## config.mk

```make
export PLATFORM = sky130hd
export DESIGN_NAME = adaptive_weighted_neighbour_mean_unit
export DESIGN_NICKNAME = d
export VERILOG_FILES = /design/src/rtl/awnm_pkg.sv /design/src/rtl/adaptive_weighted_neighbour_mean_unit.sv
export SDC_FILE = /design/constraint.sdc
export NUM_CORES = 2
export LEC_CHECK = 0
export ABC_AREA = 1
export CORE_MARGIN = 5
export CORE_UTILIZATION = 30
export CTS_CLUSTER_SIZE = 24
export DETAILED_ROUTE_END_ITERATION = 8
export DONT_BUFFER_PORTS = 1
export MAX_ROUTING_LAYER = met4
export PLACE_DENSITY = 0.44
export SYNTH_ARGS = -nofsm -noshare
export SYNTH_HDL_FRONTEND = slang
export SYNTH_SLANG_ARGS = --single-unit
export TNS_END_PERCENT = 5
```

## constraint.sdc

```tcl
create_clock -name clk_i -period 7.6 [get_ports clk_i]
set_clock_uncertainty 0.05 [all_clocks]
set_input_delay 1.52 -clock clk_i [delete_from_list [all_inputs] [get_ports clk_i]]
set_output_delay 1.52 -clock clk_i [all_outputs]
set_load 0.01 [all_outputs]
```

## src/rtl/awnm_pkg.sv

```systemverilog
// awnm_pkg: widths, constants and request structs of the adaptive weighted
// neighbour mean unit
// no dependencies

package awnm_pkg;

  localparam int unsigned SigW   = 24;
  localparam int unsigned W2W    = 21;
  localparam int unsigned W1W    = 25;
  localparam int unsigned RatW   = 23;
  localparam int unsigned CntW   = 7;
  localparam int unsigned SumW   = 30;

  localparam int unsigned MulAW  = 25;
  localparam int unsigned MulBW  = 30;
  localparam int unsigned ProdW  = MulAW + MulBW;
  localparam int unsigned TmpW   = 36;
  localparam int unsigned DvsW   = 33;
  localparam int unsigned DvdW   = 56;
  localparam int unsigned DivCntW = 6;

  localparam logic [CntW-1:0]    MaxNbr   = 7'd64;
  localparam logic [W2W-1:0]     W2Reset  = 21'd65536;
  localparam logic [W1W-1:0]     OneQ16   = 25'd65536;
  localparam logic [W1W-1:0]     W1Max    = 25'h1ff_ffff;
  localparam logic [SigW-1:0]    SigMax   = 24'hff_ffff;
  localparam logic [MulBW-1:0]   KNum     = 30'd228;
  localparam logic [MulBW-1:0]   KDen     = 30'd625;

  localparam logic [DivCntW-1:0] RatioSteps = 6'd23;
  localparam logic [DivCntW-1:0] W1Steps    = 6'd36;
  localparam logic [DivCntW-1:0] MeanSteps  = 6'd56;

  typedef struct packed {
    logic [SigW-1:0] neighbour_signal;
    logic            same_type;
    logic            excluded;
    logic            last_neighbour;
    logic            no_neighbours;
  } awnm_in_t;

  typedef struct packed {
    logic [SigW-1:0] mean_signal;
    logic [W1W-1:0]  same_weight;
    logic [RatW-1:0] type_ratio;
  } awnm_out_t;

endpackage

```

## src/rtl/adaptive_weighted_neighbour_mean_unit.sv

```systemverilog
// adaptive_weighted_neighbour_mean_unit: per-cell weighted neighbour mean
// with adaptive same-type weight, built on one shared multiplier and divider
// depends on awnm_pkg
//
// usage
//   input channel (in_valid_i / in_stall_o / in_data_i) takes one neighbour
//   request per cycle while in_stall_o is low; excluded neighbours are dropped,
//   others are counted and summed by type. a request with last_neighbour starts
//   the result sequence: one radix-2 restoring divider and one 25x30 multiplier
//   stepped by a small sequencer. with both counts nonzero it runs the ratio,
//   weight and mean divisions; with one count zero only the mean division; an
//   empty neighbour set goes straight to the result register; a zero weighted
//   count skips the mean division.
//   in_stall_o is high while the sequence runs and while a finished result
//   waits for a stalled output register.
//   output channel (out_valid_o / out_stall_i / out_data_o) is a register;
//   a stalled result holds while the next cell's neighbours are accepted.
//   config channel (cfg_valid_i / cfg_ready_o / cfg_data_i) writes w2 and is
//   always ready; write only while idle.
//   reset clears counts, sums, held ratio and output valid; w2 returns to 1.0.

module adaptive_weighted_neighbour_mean_unit import awnm_pkg::*; (
  input  logic            clk_i,
  input  logic            rst_ni,
  input  logic            in_valid_i,
  output logic            in_stall_o,
  input  awnm_in_t        in_data_i,
  output logic            out_valid_o,
  input  logic            out_stall_i,
  output awnm_out_t       out_data_o,
  input  logic            cfg_valid_i,
  output logic            cfg_ready_o,
  input  logic [W2W-1:0]  cfg_data_i
);

  typedef enum logic [3:0] {
    ST_ACC = 4'b0001,
    ST_SEQ = 4'b0010,
    ST_DIV = 4'b0100,
    ST_OUT = 4'b1000
  } state_e;

  typedef enum logic [9:0] {
    SP_RATIO = 10'b00_0000_0001,
    SP_W2K   = 10'b00_0000_0010,
    SP_WDC   = 10'b00_0000_0100,
    SP_SC625 = 10'b00_0000_1000,
    SP_W1    = 10'b00_0001_0000,
    SP_DEN0  = 10'b00_0010_0000,
    SP_DEN1  = 10'b00_0100_0000,
    SP_NUM0  = 10'b00_1000_0000,
    SP_NUM1  = 10'b01_0000_0000,
    SP_MEAN  = 10'b10_0000_0000
  } step_e;

  state_e              state_q, state_d;
  step_e               step_q, step_d;
  logic [CntW-1:0]     sc_q, sc_d, dc_q, dc_d;
  logic [SumW-1:0]     ss_q, ss_d, ds_q, ds_d;
  logic [RatW-1:0]     ratio_q, ratio_d;
  logic [W2W-1:0]      w2_q, w2_d;
  logic                out_valid_q, out_valid_d;
  logic [DivCntW-1:0]  cnt_q, cnt_d;

  logic [TmpW-1:0]     tmp_q, tmp_d;
  logic [DvsW-1:0]     dvs_q, dvs_d;
  logic [DvsW-1:0]     den_q, den_d;
  logic [DvdW-1:0]     num_q, num_d;
  logic [DvsW-1:0]     rem_q, rem_d;
  logic [DvdW-1:0]     quo_q, quo_d;
  logic [W1W-1:0]      w1_q, w1_d;
  logic [SigW-1:0]     mean_q, mean_d;
  awnm_out_t           out_q, out_d;

  logic                in_acc, take, out_free;
  logic [CntW-1:0]     cnt_tot, sc_nx, dc_nx;
  logic [MulAW-1:0]    mul_a;
  logic [MulBW-1:0]    mul_b;
  logic [ProdW-1:0]    prod;
  logic [DvsW:0]       rem_sh, dvs_ext, rem_sub;
  logic                ge;
  logic [DvsW-1:0]     rem_nx;
  logic [DvdW-1:0]     quo_nx;

  assign in_stall_o  = (state_q != ST_ACC);
  assign cfg_ready_o = 1'b1;
  assign out_valid_o = out_valid_q;
  assign out_data_o  = out_q;

  assign in_acc   = in_valid_i && (state_q == ST_ACC);
  assign out_free = !out_valid_q || !out_stall_i;
  assign cnt_tot  = sc_q + dc_q;
  assign take     = in_acc && !in_data_i.no_neighbours && !in_data_i.excluded &&
                    (cnt_tot < MaxNbr);
  assign sc_nx    = sc_q + CntW'(take && in_data_i.same_type);
  assign dc_nx    = dc_q + CntW'(take && !in_data_i.same_type);

  // shared multiplier operand select
  always_comb begin
    mul_a = '0;
    mul_b = '0;
    unique case (step_q)
      SP_W2K:   begin mul_a = MulAW'(w2_q); mul_b = KNum; end
      SP_WDC:   begin mul_a = MulAW'(dc_q); mul_b = tmp_q[MulBW-1:0]; end
      SP_SC625: begin mul_a = MulAW'(sc_q); mul_b = KDen; end
      SP_DEN0:  begin mul_a = w1_q; mul_b = MulBW'(sc_q); end
      SP_DEN1:  begin mul_a = MulAW'(w2_q); mul_b = MulBW'(dc_q); end
      SP_NUM0:  begin mul_a = w1_q; mul_b = ss_q; end
      SP_NUM1:  begin mul_a = MulAW'(w2_q); mul_b = ds_q; end
      default:  begin mul_a = '0; mul_b = '0; end
    endcase
  end

  assign prod = mul_a * mul_b;

  // shared restoring divider step
  assign rem_sh  = {rem_q, quo_q[DvdW-1]};
  assign dvs_ext = {1'b0, dvs_q};
  assign ge      = (rem_sh >= dvs_ext);
  assign rem_sub = rem_sh - dvs_ext;
  assign rem_nx  = ge ? rem_sub[DvsW-1:0] : rem_sh[DvsW-1:0];
  assign quo_nx  = {quo_q[DvdW-2:0], ge};

  always_comb begin
    state_d     = state_q;
    step_d      = step_q;
    sc_d        = sc_q;
    dc_d        = dc_q;
    ss_d        = ss_q;
    ds_d        = ds_q;
    ratio_d     = ratio_q;
    w2_d        = w2_q;
    out_valid_d = out_valid_q;
    cnt_d       = cnt_q;
    tmp_d       = tmp_q;
    dvs_d       = dvs_q;
    den_d       = den_q;
    num_d       = num_q;
    rem_d       = rem_q;
    quo_d       = quo_q;
    w1_d        = w1_q;
    mean_d      = mean_q;
    out_d       = out_q;

    if (cfg_valid_i) begin
      w2_d = cfg_data_i;
    end
    if (!out_stall_i) begin
      out_valid_d = 1'b0;
    end

    unique case (state_q)
      ST_ACC: begin
        if (in_acc) begin
          if (in_data_i.no_neighbours) begin
            mean_d  = '0;
            w1_d    = '0;
            state_d = ST_OUT;
          end else begin
            sc_d = sc_nx;
            dc_d = dc_nx;
            if (take && in_data_i.same_type) begin
              ss_d = ss_q + SumW'(in_data_i.neighbour_signal);
            end
            if (take && !in_data_i.same_type) begin
              ds_d = ds_q + SumW'(in_data_i.neighbour_signal);
            end
            if (in_data_i.last_neighbour) begin
              state_d = ST_SEQ;
              if ((sc_nx == '0) || (dc_nx == '0)) begin
                w1_d   = OneQ16;
                step_d = SP_DEN0;
              end else begin
                step_d = SP_RATIO;
              end
            end
          end
        end
      end
      ST_SEQ: begin
        unique case (step_q)
          SP_RATIO: begin
            dvs_d   = DvsW'(dc_q);
            rem_d   = '0;
            quo_d   = {sc_q, 16'h0, 33'h0};
            cnt_d   = RatioSteps;
            state_d = ST_DIV;
          end
          SP_W2K: begin
            tmp_d  = prod[TmpW-1:0];
            step_d = SP_WDC;
          end
          SP_WDC: begin
            tmp_d  = prod[TmpW-1:0];
            step_d = SP_SC625;
          end
          SP_SC625: begin
            dvs_d  = prod[DvsW-1:0];
            step_d = SP_W1;
          end
          SP_W1: begin
            rem_d   = '0;
            quo_d   = {tmp_q, 20'h0};
            cnt_d   = W1Steps;
            state_d = ST_DIV;
          end
          SP_DEN0: begin
            den_d  = prod[DvsW-1:0];
            step_d = SP_DEN1;
          end
          SP_DEN1: begin
            den_d  = den_q + prod[DvsW-1:0];
            step_d = SP_NUM0;
          end
          SP_NUM0: begin
            num_d  = DvdW'(prod);
            step_d = SP_NUM1;
          end
          SP_NUM1: begin
            num_d  = num_q + DvdW'(prod);
            step_d = SP_MEAN;
          end
          SP_MEAN: begin
            if (den_q == '0) begin
              mean_d  = '0;
              state_d = ST_OUT;
            end else begin
              dvs_d   = den_q;
              rem_d   = '0;
              quo_d   = num_q;
              cnt_d   = MeanSteps;
              state_d = ST_DIV;
            end
          end
          default: begin
            state_d = ST_OUT;
          end
        endcase
      end
      ST_DIV: begin
        rem_d = rem_nx;
        quo_d = quo_nx;
        cnt_d = cnt_q - DivCntW'(1);
        if (cnt_q == DivCntW'(1)) begin
          state_d = ST_SEQ;
          case (step_q)
            SP_RATIO: begin
              ratio_d = quo_nx[RatW-1:0];
              step_d  = SP_W2K;
            end
            SP_W1: begin
              w1_d   = (quo_nx[TmpW-1:W1W] != '0) ? W1Max : quo_nx[W1W-1:0];
              step_d = SP_DEN0;
            end
            default: begin
              mean_d  = (quo_nx[DvdW-1:SigW] != '0) ? SigMax : quo_nx[SigW-1:0];
              state_d = ST_OUT;
            end
          endcase
        end
      end
      ST_OUT: begin
        if (out_free) begin
          out_d.mean_signal = mean_q;
          out_d.same_weight = w1_q;
          out_d.type_ratio  = ratio_q;
          out_valid_d       = 1'b1;
          sc_d              = '0;
          dc_d              = '0;
          ss_d              = '0;
          ds_d              = '0;
          state_d           = ST_ACC;
        end
      end
      default: begin
        state_d = ST_ACC;
      end
    endcase
  end

  always_ff @(posedge clk_i or negedge rst_ni) begin
    if (!rst_ni) begin
      state_q     <= ST_ACC;
      step_q      <= SP_RATIO;
      sc_q        <= '0;
      dc_q        <= '0;
      ss_q        <= '0;
      ds_q        <= '0;
      ratio_q     <= '0;
      w2_q        <= W2Reset;
      out_valid_q <= 1'b0;
      cnt_q       <= '0;
    end else begin
      state_q     <= state_d;
      step_q      <= step_d;
      sc_q        <= sc_d;
      dc_q        <= dc_d;
      ss_q        <= ss_d;
      ds_q        <= ds_d;
      ratio_q     <= ratio_d;
      w2_q        <= w2_d;
      out_valid_q <= out_valid_d;
      cnt_q       <= cnt_d;
    end
  end

  always_ff @(posedge clk_i) begin
    tmp_q  <= tmp_d;
    dvs_q  <= dvs_d;
    den_q  <= den_d;
    num_q  <= num_d;
    rem_q  <= rem_d;
    quo_q  <= quo_d;
    w1_q   <= w1_d;
    mean_q <= mean_d;
    out_q  <= out_d;
  end

  // neighbour count stays within the limit
  assert property (@(posedge clk_i) disable iff (!rst_ni)
    (sc_q + dc_q) <= MaxNbr)
    else $error("neighbour count above limit");

  // divider never runs on a zero divisor and keeps its remainder below it
  assert property (@(posedge clk_i) disable iff (!rst_ni)
    (state_q == ST_DIV) |-> (dvs_q != '0) && (rem_q < dvs_q))
    else $error("divider remainder or divisor out of range");

  // issuing a result clears the cell and raises output valid
  assert property (@(posedge clk_i) disable iff (!rst_ni)
    (state_q == ST_OUT) && out_free |=>
      out_valid_q && (sc_q == '0) && (dc_q == '0) && (ss_q == '0) && (ds_q == '0))
    else $error("cell not cleared after result");

  // input is only taken while no result sequence runs
  assert property (@(posedge clk_i) disable iff (!rst_ni)
    (state_q == ST_SEQ) || (state_q == ST_DIV) |-> in_stall_o)
    else $error("input taken during result sequence");

endmodule

```

# == Word level (Yosys, flattened, before mapping) ==
# Index checks and enable logic that the tools add are counted.
# word_totals
register_bits,507
in_bits,54
out_inout_bits,75
wordCells,183
# classes
add_sub_neg,9
multipliers,1
order_cmp,2
eq_ne,37
muxes,68
n_reduce_logical,45
# op_table
operator,n
$pmux W56 S2,2
$mux W30,7
$pmux W30 S7,1
$pmux W33 S2,3
$mux W25,7
$mux W24,7
$pmux W56 S3,1
$pmux W30 S2,2
$pmux W25 S4,1
$mux W33,3
$pmux W33 S3,1
$pmux W24 S3,1
$pmux W10 S7,1
$add A30 B24 Y30,2
$add A56 B55 Y56,1
$mux W56,1
$mul A25 B30 Y55,1
$pmux W25 S2,1
$mux W10,4
$mux W7,5
$ge A34 B33 Y1,1
$add A33 B33 Y33,1
$logic_not A33 Y1,1
$sub A33 B33 Y33,1
other kinds (53),106

# == Longest topological paths before layout ==
# depth
ltp_word,14
mapped_depth,54
depth_no_buf,52

# == Least setup slack after synthesis ==
# OpenSTA, ideal clock, no wires.
# synth_timing
kind,reg-to-reg
startpoint,reg step_q[4]
endpoint,"reg num_q[54], data pin"
setup_ns,0.254
arrival_ns,7.989
t_required_ns,7.296
path_slack_ns,-0.693
path_stages_with_launch,42
n_path_buf,2
synth_period_minus_slack_ns,8.293
cell_sequence,dfrtp_1 nor2_4 nand2_4 nor3_4 inv_2 buf_2 o22ai_2 a21oi_1 o21ai_2 buf_4 nand2_1 fa_1 inv_1 fa_1 inv_1 fa_1 fa_1 fa_1 (+6 left out) inv_1 nor2_1 nand2_1 nand2_1 nand2_1 a21o_1 and2_1 ha_1 nand2_1 nor2_1 inv_1 nor3_1 and2_1 nand2_1 nand3_1 nand2_1 nand3_1 nand2_1
# synth_between
elab_chain_cells,6
elab_cells_between_ends,14
classes_between,add/sub (1); mul (1); eq/ne (7); mux (3); reduce/logical (2)
# synth_rtl
element,line,text
"start, declared",adaptive_weighted_neighbour_mean_unit.sv:57,"step_e step_q, step_d;"
"start signal, assigned",adaptive_weighted_neighbour_mean_unit.sv:295,step_q <= step_d;
$eq A10 B9 Y1 (tied with other cells),adaptive_weighted_neighbour_mean_unit.sv:102,unique case (step_q)
$reduce_or A3 Y1 (no source line) / $reduce_or A2 Y1 (equally long branches),--,
$pmux W25 S4,adaptive_weighted_neighbour_mean_unit.sv:102,
$mul A25 B30 Y55 *,adaptive_weighted_neighbour_mean_unit.sv:114,assign prod = mul_a * mul_b;
named net prod[27],adaptive_weighted_neighbour_mean_unit.sv:79,logic [ProdW-1:0] prod;
$add A56 B55 Y56 *,adaptive_weighted_neighbour_mean_unit.sv:220,num_d = num_q + DvdW'(prod);
$pmux W56 S2 *,adaptive_weighted_neighbour_mean_unit.sv:181,unique case (step_q)
"end signal, assigned",adaptive_weighted_neighbour_mean_unit.sv:311,num_q <= num_d;
"end, declared",adaptive_weighted_neighbour_mean_unit.sv:68,"logic [DvdW-1:0] num_q, num_d;"
# Mark *: on every way through the listed nets, which the timed path passes. The rest lies on a longest branch.
# A chain may end at the register's enable or synchronous reset.

# == Worst setup path after layout ==
# layout_timing
startpoint,reg step_q[1]
endpoint,"reg num_q[53], data pin"
# layout_between
elab_chain_cells,6
elab_cells_between_ends,14
classes_between,add/sub (1); mul (1); eq/ne (7); mux (3); reduce/logical (2)
# layout_rtl
element,line
$eq A10 B9 Y1 (tied with other cells),"adaptive_weighted_neighbour_mean_unit.sv:102, adaptive_weighted_neighbour_mean_unit.sv:181"
$reduce_or A3 Y1 (no source line) / $reduce_or A2 Y1 (equally long branches),--
$pmux W25 S4,adaptive_weighted_neighbour_mean_unit.sv:102
$mul A25 B30 Y55,adaptive_weighted_neighbour_mean_unit.sv:114
$add A56 B55 Y56,adaptive_weighted_neighbour_mean_unit.sv:220
$pmux W56 S2 *,adaptive_weighted_neighbour_mean_unit.sv:181
# Mark *: on every way between the ends. The rest lies on a longest branch, timed or not.

==> metrics.yaml <==
status:
  status: "finished, violations left"
  violations: "setup timing"
finish:
  design_area_um2: 80800
  final_layout_size_suffix_gt1_share_pct: 24.9
  fillers: 21100
  syn_to_final_growth_pct: 32.9
  layout.nets: 10500
sta:
  relSlewSlack_pct: 19.3
  period_share_pct: 120
  finalSetupViolCount: 97
  hold_viol: 0
  max_freq_ghz: 0.110
  fin_crit_ns: 9.10
  tightestPinTransition_ns: 1.21
  rsz0062_at_grt: "true"
  drv_slew: 0
  fin_ws_ns: -1.50
placed_design:
  placed_area_um2: 73600
  io_buffers: 0
  place.gp.congestion: 0.977
  post-place-ws_ns: -2.29
  dp_hpwl_mm: 230
clock_tree:
  htreeDepth: 3
  clk_latency_ns: 0.69
  holdBufCountCts: 0
  cts_root_buffer: "clkbuf_16"
  cts_buffer_depth: 3
  clk_pin_slew_ns: 0.06
  clock-sinks: 507
  cts_tree: "yes"
  numCtsBuffers: 66
job:
  maxCapViolations: 0
worst_setup_path:
  start_kind: "flop"
  setup.worst_path.start: "step_q[1]$_DFFE_PN0P_"
  reg2reg_slack_ns: -1.50
  slowest_delay_ns: 0.62
  critPathMostFrequentCell: "nand2_1"
  critPathCaptureType: "flop"
  cp_max_fo: 7
  r2r_cells: 48
  cp.arrival_ns: 9.47
  crit_type: "flop to flop"
  reg2reg_from: "step_q[1]$_DFFE_PN0P_"
  reg2reg_to: "num_q[53]$_DFFE_PP_"
  crit_required_ns: 7.97
  endpoint: "num_q[53]$_DFFE_PP_"
  cp_slowest_cell: "fa_1"
route:
  via_count: 57600
  wl_per_cell_um: 22.5
  routed_wl_mm: 273
  antenna_left: 0
  drt_iter0_markers: 4386
  viasPerCell: 4.75
  dr.pass1.iters: 8
  drc: 0
synth:
  synth_top_flop_cell: "edfxtp_1"
  synth_cell_types: 63
  ys_ff_latch: 507
  syn_area_um2: 60800
  synth_cells: 8241
  ys_async_sr_fraction_pct: 27.4
  synth-edff-count: 368
  yosys_warnings: 0
  syn_nets: 9310
  syn_area_per_cell_um2: 7.38
  ys_seq_area_share_pct: 23.9
global_routing:
  grt_pass1_vias: 58300
  grt_max_degree: 140
  grt_use_total_pct: 26.4
  antenna_found_initial: 3
  overflow: 0
  grt_pass1_wl_mm: 398
floorplan:
  fp.dieW_um: 460
  coreArea_um2: 202000
  rows: 165
  start_util_pct: 30.1
  io-pin-count: 129
  fp.dieH_um: 460
  fp.dieArea_um2: 212000
pwr:
  power_density_nw_per_um2: 267
  irDropWorstVdd_mv: 0.202
  leakage_nw: 41.1
  power_w: 0.0216
hold_path:
  min_path_type: "flop to flop"
  hold_path_startpoint: "mean_q[13]$_SDFFCE_PN0P_"
[state kept, by name, summed over array words and instances (netlist names), 25 cells and up]
signal and cells:
out_data_o 72, num_q 56, quo_q 56, tmp_q 36, den_q 33, dvs_q 33
rem_q 33, ds_q 30, ss_q 30, w1_q 25
[layout make-up]
class,instances,area (um2),share of cell area [%]
Multi-Input combinational cell,5767,42700,52.9
Sequential cell,507,14500,18.0
Timing Repair Buffer,1293,11300,14.0
Inverter,1766,6750,8.35
Tap cell,2672,3340,4.14
Clock buffer,86,1780,2.20
Clock inverter,33,375,0.464
Antenna cell,4,10.0,0.0124
[Yosys cell counts, types with 14 or more instances]
library cell	instances	area, um2
a21oi_1	203	1020
a21oi_2	17	149
and2_1	45	282
buf_2	95	475
buf_4	37	278
clkbuf_1	49	184
dfrtp_1	136	3400
edfxtp_1	368	11100
fa_1	646	12900
ha_1	369	4620
inv_1	1708	6410
inv_2	54	203
mux2_2	33	372
nand2_1	2687	10100
nand3_1	419	2100
nand3b_1	30	225
nand4_1	62	388
nor2_1	676	2540
nor3_1	62	310
o211ai_1	15	113
o21ai_0	185	926
o21ai_1	35	175
o21bai_1	21	158
or2_2	14	87.6
xnor2_1	53	464
xor2_1	58	508
[critical path: cells and delay by family (launching register included)]
kind,cells,cell delay [ns]
flops,1,0.40
compound gates,1,0.29
fa+ha+maj,9,4.21
simple gates,24,2.43
buf+inv,14,1.46
[layout by cell type, fill, tap and decap left out, types with 16 or more instances in the layout]
master	instances
ha_4	88
nand4_1	62
nand2_2	204
buf_4	1125
inv_2	94
a21oi_2	54
inv_1	1636
o21ai_0	164
fa_1	601
nor2_1	537
and2_4	21
edfxtp_1	368
fa_2	45
clkbuf_16	69
o21bai_1	18
xnor2_1	49
inv_4	21
nor3_1	40
ha_1	275
nor2_2	79
nor2_4	69
a21oi_1	139
nand3_1	380
buf_6	60
a21oi_4	27
clkbuf_1	16
mux2_2	33
nand3_2	35
nand3b_1	30
o21ai_1	48
and2_1	24
buf_12	95
xor2_1	45
nand2_4	47
nand2_1	2449
dfrtp_1	135
[kinds of logic (layout without fill, tap and decap cells)]
family	after synthesis	after routing	synth area share, %
and+or+nand+nor	4053	4053	27.1
buffers and inverters	1967	3178	12.6
adders and majority gates	1015	1015	28.8
AOI/OAI and AO/OA	554	554	5.29
DFF	507	507	23.9
xor gates and xnor gates	111	111	1.60
muxes	33	33	0.611
other	1	5	0.00616
[per-layer routing]
layer | vias to the layer above | wire length (um) | track usage [%]
met5 | - | 0 | -
met4 | 0 | 12900 | 9.91
met3 | 392 | 14300 | 2.78
met1 | 28200 | 118000 | 33.8
li1 | 27400 | - | -
met2 | 1659 | 128000 | 43.2
[how the worst min path moves through the flow]
stage / to / depth (start not counted) / slack [ns]
after floorplan: out_data_o[48]$_DFFE_PP_ / 0 / 0.35
after global routing: out_data_o[55]$_DFFE_PP_ / 0 / 0.38
after global placement: out_data_o[66]$_DFFE_PP_ / 0 / 0.35
final: out_data_o[61]$_DFFE_PP_ / 0 / 0.37
after detailed placement: out_data_o[61]$_DFFE_PP_ / 0 / 0.36
after CTS: out_data_o[53]$_DFFE_PP_ / 0 / 0.37
[metrics by stage]
stage / std cells / hold slack (ns) / util, % / setup TNS, ns
4_1_cts: 12100 / 0.365 / 39.1 / -92.91
6_report: 12100 / 0.368 / 40.0 / -86.88
3_5_place_dp: 11900 / 0.355 / 36.5 / -142.10
2_1_floorplan: 8241 / 0.350 / - / -17.47
3_3_place_gp: 11900 / 0.351 / 36.5 / -141.43
5_1_grt: 12100 / 0.376 / 40.0 / -119.25
[where the power goes]
group	total (W)	internal (W)	switching (W)
registers	0.00391	0.00355	0.000364
logic	0.0145	0.00595	0.00852
clock network	0.00321	0.00181	0.00140
total	0.0216	0.0113	0.0103
[timing repair]
action                     4_1_cts  5_1_grt
resized for setup              633      406
gates cloned                     4        3
setup endpoints to repair      120      122
pin swaps                      159      134
buffers inserted                81       25
Note: power is estimated with default switching activity, not from simulation.
